## src/rtl/sitda_pkg.sv

```systemverilog
// ============================================================================
// sitda_pkg
// Shared types and constants for the signed integer to decimal text block.
// ============================================================================
package sitda_pkg;

    // Width of the incoming two's complement integer.
    localparam int VALUE_BITS = 32;

    // Decimal digits needed for the largest magnitude, 2^(VALUE_BITS-1).
    // 1233/4096 approximates log10(2) closely enough up to 64 bits.
    localparam int NUM_DIGITS = ((VALUE_BITS - 1) * 1233) / 4096 + 1;

    localparam int BIT_CNT_W = $clog2(VALUE_BITS);
    localparam int REM_W     = $clog2(NUM_DIGITS + 1);

    localparam int CHAR_W = 6;
    localparam logic [CHAR_W-1:0] CHAR_ZERO  = CHAR_W'(48);
    localparam logic [CHAR_W-1:0] CHAR_MINUS = CHAR_W'(45);

    typedef logic [3:0] bcd_t;

    // Control shared by every digit cell of the chain.
    typedef struct packed {
        logic clear;     // zero the digit
        logic convert;   // one shift-and-add-3 step
        logic shift_up;  // take the digit of the lower neighbor
    } cell_ctrl_t;

endpackage

```

## src/rtl/sitda_digit_cell.sv

```systemverilog
// ============================================================================
// sitda_digit_cell
// One BCD digit of the conversion chain: cleared on load, shift-and-add-3
// step during conversion, digit shift toward the top during text output.
// ============================================================================
module sitda_digit_cell
(
    input  logic                  clk,
    input  logic                  rst_n,
    input  sitda_pkg::cell_ctrl_t ctrl,
    input  logic                  carry_in,
    input  sitda_pkg::bcd_t       digit_in,
    output sitda_pkg::bcd_t       digit,
    output logic                  carry_out
);

    sitda_pkg::bcd_t digit_reg;
    sitda_pkg::bcd_t digit_next;
    sitda_pkg::bcd_t adj;

    // Correct the digit before doubling so it stays in BCD range.
    assign adj       = (digit_reg >= 4'd5) ? digit_reg + 4'd3 : digit_reg;
    assign carry_out = adj[3];
    assign digit     = digit_reg;

    always_comb
    begin
        digit_next = digit_reg;
        if (ctrl.clear)
        begin
            digit_next = '0;
        end
        else if (ctrl.convert)
        begin
            digit_next = {adj[2:0], carry_in};
        end
        else if (ctrl.shift_up)
        begin
            digit_next = digit_in;
        end
    end

    always_ff @(posedge clk or negedge rst_n)
    begin
        if (!rst_n)
        begin
            digit_reg <= '0;
        end
        else
        begin
            digit_reg <= digit_next;
        end
    end

endmodule

```

## src/rtl/signed_int_to_decimal_ascii_top.sv

```systemverilog
// ============================================================================
// signed_int_to_decimal_ascii_top
// Converts one signed integer per request into its decimal ASCII text, most
// significant character first, with a leading '-' for negative values.
// ============================================================================
//
//  Channel | Ports                                    | Direction
//  --------+------------------------------------------+-----------
//  value   | value_valid, value_ready, value          | request in
//  char    | char_valid, char_ready, character, last  | text out
//
//  Sequence: accept, then VALUE_BITS conversion steps through the digit
//  chain (32 at the default width), then the sign of a negative value,
//  then the NUM_DIGITS digit positions from the top, at each of which a
//  leading zero is dropped or one digit is emitted; the magnitude moves
//  bit-serially through the digit cells.
//  Reset: rst_n clears the controller and the output register at once.
//  Stalls: a low char_ready holds the sign and digit output; one request is
//  in work at a time, and value_ready is high only while the controller is
//  idle.
// ============================================================================
module signed_int_to_decimal_ascii_top
(
    input  logic                                    clk,
    input  logic                                    rst_n,
    input  logic                                    value_valid,
    output logic                                    value_ready,
    input  logic signed [sitda_pkg::VALUE_BITS-1:0] value,
    output logic                                    char_valid,
    input  logic                                    char_ready,
    output logic [sitda_pkg::CHAR_W-1:0]            character,
    output logic                                    last
);

    typedef enum logic [1:0] {
        S_IDLE,
        S_CONV,
        S_EMIT
    } state_t;

    state_t                              state_reg;
    logic [sitda_pkg::VALUE_BITS-1:0]    mag_reg;
    logic                                neg_reg;
    logic                                sign_pend_reg;
    logic                                lead_zero_reg;
    logic [sitda_pkg::BIT_CNT_W-1:0]     bit_cnt_reg;
    logic [sitda_pkg::REM_W-1:0]         rem_reg;
    logic                                out_valid_reg;
    logic [sitda_pkg::CHAR_W-1:0]        char_reg;
    logic                                last_reg;

    sitda_pkg::cell_ctrl_t               ctrl;
    sitda_pkg::bcd_t                     digit_w [sitda_pkg::NUM_DIGITS];
    logic                                carry_w [sitda_pkg::NUM_DIGITS];
    sitda_pkg::bcd_t                     top_digit;
    logic                                accept;
    logic                                out_free;
    logic                                skip_zero;
    logic                                load_char;

    assign value_ready = (state_reg == S_IDLE);
    assign accept      = value_valid && value_ready;
    assign out_free    = !out_valid_reg || char_ready;
    assign top_digit   = digit_w[sitda_pkg::NUM_DIGITS-1];
    // Drop a zero only until the first digit goes out, and always keep the
    // final digit.
    assign skip_zero   = lead_zero_reg && (top_digit == '0)
                         && (rem_reg > sitda_pkg::REM_W'(1));
    // The output register takes a new character this cycle.
    assign load_char   = (state_reg == S_EMIT) && out_free
                         && (sign_pend_reg || !skip_zero);

    assign char_valid = out_valid_reg;
    assign character  = char_reg;
    assign last       = last_reg;

    // Chain control: clear on load, double-dabble during conversion, shift
    // toward the top whenever a digit leaves the top cell.
    always_comb
    begin
        ctrl          = '0;
        ctrl.clear    = accept;
        ctrl.convert  = (state_reg == S_CONV);
        ctrl.shift_up = (state_reg == S_EMIT) && !sign_pend_reg
                        && (skip_zero || out_free);
    end

    // Cell 0 holds the least significant digit and takes the magnitude MSB;
    // carries and emitted digits move toward the highest cell.
    for (genvar i = 0; i < sitda_pkg::NUM_DIGITS; i++)
    begin : g_cell
        logic            cin;
        sitda_pkg::bcd_t din;

        if (i == 0)
        begin : g_first
            assign cin = mag_reg[sitda_pkg::VALUE_BITS-1];
            assign din = '0;
        end
        else
        begin : g_rest
            assign cin = carry_w[i-1];
            assign din = digit_w[i-1];
        end

        sitda_digit_cell u_cell
        (
            .clk       (clk),
            .rst_n     (rst_n),
            .ctrl      (ctrl),
            .carry_in  (cin),
            .digit_in  (din),
            .digit     (digit_w[i]),
            .carry_out (carry_w[i])
        );
    end

    always_ff @(posedge clk or negedge rst_n)
    begin
        if (!rst_n)
        begin
            state_reg     <= S_IDLE;
            mag_reg       <= '0;
            neg_reg       <= 1'b0;
            sign_pend_reg <= 1'b0;
            lead_zero_reg <= 1'b0;
            bit_cnt_reg   <= '0;
            rem_reg       <= '0;
            out_valid_reg <= 1'b0;
            char_reg      <= '0;
            last_reg      <= 1'b0;
        end
        else
        begin
            // Drop the output once the consumer takes it and nothing new
            // replaces it.
            if (char_ready && !load_char)
            begin
                out_valid_reg <= 1'b0;
            end

            case (state_reg)
                S_IDLE:
                begin
                    if (accept)
                    begin
                        // Negation modulo 2^VALUE_BITS gives the exact
                        // magnitude of the most negative value too.
                        neg_reg     <= value[sitda_pkg::VALUE_BITS-1];
                        mag_reg     <= value[sitda_pkg::VALUE_BITS-1]
                                       ? -value : value;
                        bit_cnt_reg <= '0;
                        state_reg   <= S_CONV;
                    end
                end

                S_CONV:
                begin
                    // Advance one magnitude bit into the chain.
                    mag_reg     <= {mag_reg[sitda_pkg::VALUE_BITS-2:0], 1'b0};
                    bit_cnt_reg <= bit_cnt_reg + 1'b1;
                    if (bit_cnt_reg == sitda_pkg::BIT_CNT_W'(sitda_pkg::VALUE_BITS - 1))
                    begin
                        rem_reg       <= sitda_pkg::REM_W'(sitda_pkg::NUM_DIGITS);
                        sign_pend_reg <= neg_reg;
                        lead_zero_reg <= 1'b1;
                        state_reg     <= S_EMIT;
                    end
                end

                S_EMIT:
                begin
                    if (sign_pend_reg)
                    begin
                        if (out_free)
                        begin
                            out_valid_reg <= 1'b1;
                            char_reg      <= sitda_pkg::CHAR_MINUS;
                            last_reg      <= 1'b0;
                            sign_pend_reg <= 1'b0;
                        end
                    end
                    else if (skip_zero)
                    begin
                        rem_reg <= rem_reg - 1'b1;
                    end
                    else if (out_free)
                    begin
                        out_valid_reg <= 1'b1;
                        char_reg      <= sitda_pkg::CHAR_ZERO
                                         + {2'b00, top_digit};
                        last_reg      <= (rem_reg == sitda_pkg::REM_W'(1));
                        rem_reg       <= rem_reg - 1'b1;
                        lead_zero_reg <= 1'b0;
                        if (rem_reg == sitda_pkg::REM_W'(1))
                        begin
                            state_reg <= S_IDLE;
                        end
                    end
                end

                default:
                begin
                    state_reg <= S_IDLE;
                end
            endcase
        end
    end

    // The top digit cell never overflows during conversion.
    a_no_chain_overflow: assert property (@(posedge clk) disable iff (!rst_n)
        (state_reg == S_CONV) |-> !carry_w[sitda_pkg::NUM_DIGITS-1])
        else $error("digit chain overflow");

    // Text output always has a digit left to give.
    a_emit_has_digit: assert property (@(posedge clk) disable iff (!rst_n)
        (state_reg == S_EMIT) |-> (rem_reg != '0))
        else $error("emit with no digits left");

    // A minus sign is never the last character.
    a_sign_not_last: assert property (@(posedge clk) disable iff (!rst_n)
        (out_valid_reg && (char_reg == sitda_pkg::CHAR_MINUS)) |-> !last_reg)
        else $error("minus sign flagged last");

    // The final digit returns the controller to idle.
    a_last_ends_item: assert property (@(posedge clk) disable iff (!rst_n)
        ((state_reg == S_EMIT) && !sign_pend_reg && !skip_zero && out_free
         && (rem_reg == sitda_pkg::REM_W'(1))) |=> (state_reg == S_IDLE))
        else $error("item did not end after last digit");

endmodule

```

## config.mk

```make
export PLATFORM = sky130hd
export DESIGN_NAME = signed_int_to_decimal_ascii_top
export DESIGN_NICKNAME = d
export VERILOG_FILES = /design/src/rtl/sitda_pkg.sv /design/src/rtl/sitda_digit_cell.sv /design/src/rtl/signed_int_to_decimal_ascii_top.sv
export SDC_FILE = /design/constraint.sdc
export NUM_CORES = 1
export LEC_CHECK = 0
export BUFFER_PORTS_ARGS = -buffer_cell sky130_fd_sc_hd__buf_2
export CELL_PAD_IN_SITES_DETAIL_PLACEMENT = 1
export CELL_PAD_IN_SITES_GLOBAL_PLACEMENT = 2
export CORE_MARGIN = 1
export CORE_UTILIZATION = 25
export DETAILED_ROUTE_END_ITERATION = 12
export PLACE_DENSITY = 0.61
export SETUP_SLACK_MARGIN = 0.02
export SLEW_MARGIN = 25
export SYNTH_ARGS = -nofsm -noshare
export SYNTH_HDL_FRONTEND = slang
export SYNTH_SLANG_ARGS = --single-unit
```

## constraint.sdc

```tcl
create_clock -name clk -period 2.7 [get_ports clk]
set_input_delay 0.27 -clock clk [delete_from_list [all_inputs] [get_ports clk]]
set_output_delay 0.27 -clock clk [all_outputs]
set_load 0.03 [all_outputs]
```

==> summary.md <==
| Metric | Value |
|---|---|
| Outcome | `finished with violations` |
| Failing checks | `DRC` |
| CTS buffer count | `9` |
| Post-CTS Setup Repair Bufs | `0` |
| Max IR drop VDD | `0.318 mV` |
| Routed WL per cell | `17.1 um` |
| Initial Util | `25.6%` |
| Crit. End Element | `flop` |
| Netlist Area Pre-Place | `0.00563 mm2` |
| Number of synthesized register bits | `94` |
| WP buf/inv | `2` |
| Synth top area cells | `dfrtp_1, o21ai_0, ha_1` |
| Synth area leader | `dfrtp_1` |
| Arrival time at the worst endpoint | `2.67 ns` |
| Wirelength, routed | `15.9 mm` |
| H-tree levels | `3` |
| Rows | `54` |
| Crit-path slowest cell | `o31ai_1` |
| Gr usage total | `14.3%` |
| Layout Nets | `708` |
| Clock Sink Count | `94` |
| Post-DRT Antenna Nets | `0` |
| Clock-pin slew on the worst setup and hold paths | `0.07 ns` |
| Maximum clock rate | `415 MHz` |
| Post-Layout Inst Area | `0.00652 mm2` |
| Max reg flops | `40` |
| Rel. slew slack | `40.6%` |
| Drt drc | `6` |
| Pin count of the biggest net entering global routing | `43` |
| Post-synth top area share | `41.8%` |
| MaxCap Viol Count | `0` |
| Sequential area share after synthesis | `41.8%` |
| Leakage power | `0.00279 uW` |
| Slew at the pin closest to its max-slew limit | `0.884 ns` |
| Fin. max-slew vios | `0` |
| Count of cell types in the netlist | `52` |
| CP max stage delay | `0.72 ns` |
| Synth async-reset ratio | `100%` |
| P&R area growth vs syn | `15.7%` |
| Minimum clock period | `2.41 ns` |
| Gate Count Post-Synth | `611` |
| Worst Setup Start Kind | `flop` |
| Pwr Total | `6760 uW` |
| Buffers on Ports | `44` |
| EDFF count, synth | `0` |
| Die area | `0.0231 mm2` |
| Setup ws final | `0.288 ns` |
| I/O pin cnt | `45` |
| Clock latency on the worst-skew pair | `0.35 ns` |
| CTS max path bufs | `2` |
| Total number of vias | `4775` |
| Final Hold Fails | `0` |
| Vias in the first global route | `5177` |
| Overflow after GRT | `0` |
| Root buffer cell | `clkbuf_16` |
| Number of DRC markers in iteration 0 | `204` |
| # diodes | `0` |
| CP max FO | `39` |
| Share of layout cells above drive strength 1 | `13.1%` |
| TritonRoute pass-1 iters | `9` |
| Synth top cells by count | `dfrtp_1, o21ai_0, nand2_1` |
| Synth warn | `0` |
| Period utilization | `89.3%` |
| Die width | `152 um` |
| Final GP Congestion | `0.803` |
| Drt via density | `5.13` |
| Critical path class | `reg -> reg` |
| Unrepaired setup endpoints after global routing | `false` |
| Post-DP HPWL | `11.0 mm` |
| Critical path's top delay family | `compound AO/OA/AOI/OAI gates` |
| Count leader, synth | `dfrtp_1` |
| Core ar. | `0.0220 mm2` |
| Die Ht | `152 um` |
| Synth Flop Type | `dfrtp_1` |
| Crit-path cells | `inv_1 -> ha_1 -> nor2_1 -> o31ai_1 -> a21o_1 -> buf_4 -> a31oi_1 -> a22oi_1` |
| Hold crit path type | `in -> reg` |
| First-pass GRT wire length | `26.8 mm` |
| Pre-CTS setup slack | `0.283 ns` |
| Worst hold margin | `0.240 ns` |
| Final setup skew | `0.00646 ns` |
| CTS tree | `yes` |
| PD cells | `1040 mW/mm2` |
| Setup violators final | `0` |
| Setup TNS | `0 ns` |
| Net Count, Synth | `673` |
| Antenna violations before repair | `0` |
| DP Area | `0.00620 mm2` |
| Syn Area/Cell | `9.22 um2` |
| Data required, critical path | `2.96 ns` |
==> placed cells by master (no fill, tap or decap), drive strengths merged, types with 3 or more instances in the layout <==
cell type	n
a31oi	8
nor3	14
ha	26
inv	26
buf	59
xnor2	13
o221ai	8
or4	3
mux2i	16
o31ai	15
a32oi	10
nand2b	15
nand2	47
o22ai	9
a22o	4
a22oi	35
clkbuf	10
nor4	7
o21ai	91
nor2	26
nor2b	3
nor3b	8
a21oi	36
o41ai	5
xor2	26
dfrtp	94
nand3	7
clkinv	3
==> layout make-up <==
| cell class | instances | area, um2 |
|---|---|---|
| Timing Repair Buffer | 60 | 370 |
| Fill cell | 2531 | 15400 |
| Clock inverter | 5 | 75.1 |
| Inverter | 26 | 97.6 |
| Tap cell | 280 | 350 |
| Clock buffer | 10 | 229 |
| Sequential cell | 94 | 2350 |
| Multi-Input combinational cell | 455 | 3040 |
==> path summary, 6_finish.rpt <==
check | startpoint | end | slack [ns] | cells past startpoint
max | rem_reg[0]$_DFFE_PN0P_ | g_cell[1].u_cell.digit[1]$_DFFE_PN0P_ | 0.29 | 8
min | value[18] | mag_reg[18]$_DFFE_PN0P_ | 0.24 | 3
max reg2reg | rem_reg[0]$_DFFE_PN0P_ | g_cell[1].u_cell.digit[1]$_DFFE_PN0P_ | 0.29 | 8
min reg2reg | character[5]$_DFFE_PN0P_ | character[5]$_DFFE_PN0P_ | 0.47 | 1
max in group asynchronous | rst_n | mag_reg[8]$_DFFE_PN0P_ | 1.53 | 3
min in group asynchronous | rst_n | character[5]$_DFFE_PN0P_ | 0.48 | 2
==> through the flow <==
| step | cells | utilization, % |
|---|---|---|
| final | 930 | 29.7 |
| after detailed placement | 914 | 28.2 |
| after CTS | 930 | 29.7 |
| after global routing | 930 | 29.7 |
| after floorplan | 611 | - |
| after global placement | 914 | 28.2 |
==> timing repair <==
item,CTS,global route
gates resized for setup,0,0
hold endpoints to repair,39,0
setup endpoints to repair,0,0
hold buffers,1,0
==> per-layer routing <==
layer  up-vias  share of wire (%)  global-route usage [%]
li1       2321                  -                       -
met1      2385                 50                    18.5
met2        60                 47                    24.4
met3         9                2.4                    3.02
met4         0               0.86                    3.21
met5         -                  0                       0
==> cells by family (layout without fill, tap and decap cells) <==
kind of cell             count (synthesis)  in the layout  share of synthesized area (%)
AO/OA/AOI/OAI                          233            233                           26.0
XOR/XNOR                                39             39                           6.07
adder cells (fa/ha/maj)                 26             26                           5.78
buffers and inverters                   62            101                           4.40
flip-flops                              94             94                           41.8
multiplexers                            16             16                           2.84
AND/OR/NAND/NOR                        141            141                           13.1
==> power breakdown <==
part / total [uW] / leakage, uW / switching, uW / internal, uW
Sequential: 2580 / 0.00117 / 574 / 2000
Combinational: 2830 / 0.00146 / 1560 / 1280
Clock: 1350 / 0.000152 / 548 / 803
Total: 6760 / 0.00279 / 2680 / 4080
==> worst reg2reg max path, cell delays in order (launching register included) <==
cell and delay, ns:
dfrtp_1 0.42, inv_1 0.08, ha_1 0.17, nor2_1 0.07
o31ai_1 0.72, a21o_1 0.20, buf_4 0.38, a31oi_1 0.11
a22oi_1 0.19
Note: power is estimated with default switching activity, not from simulation.
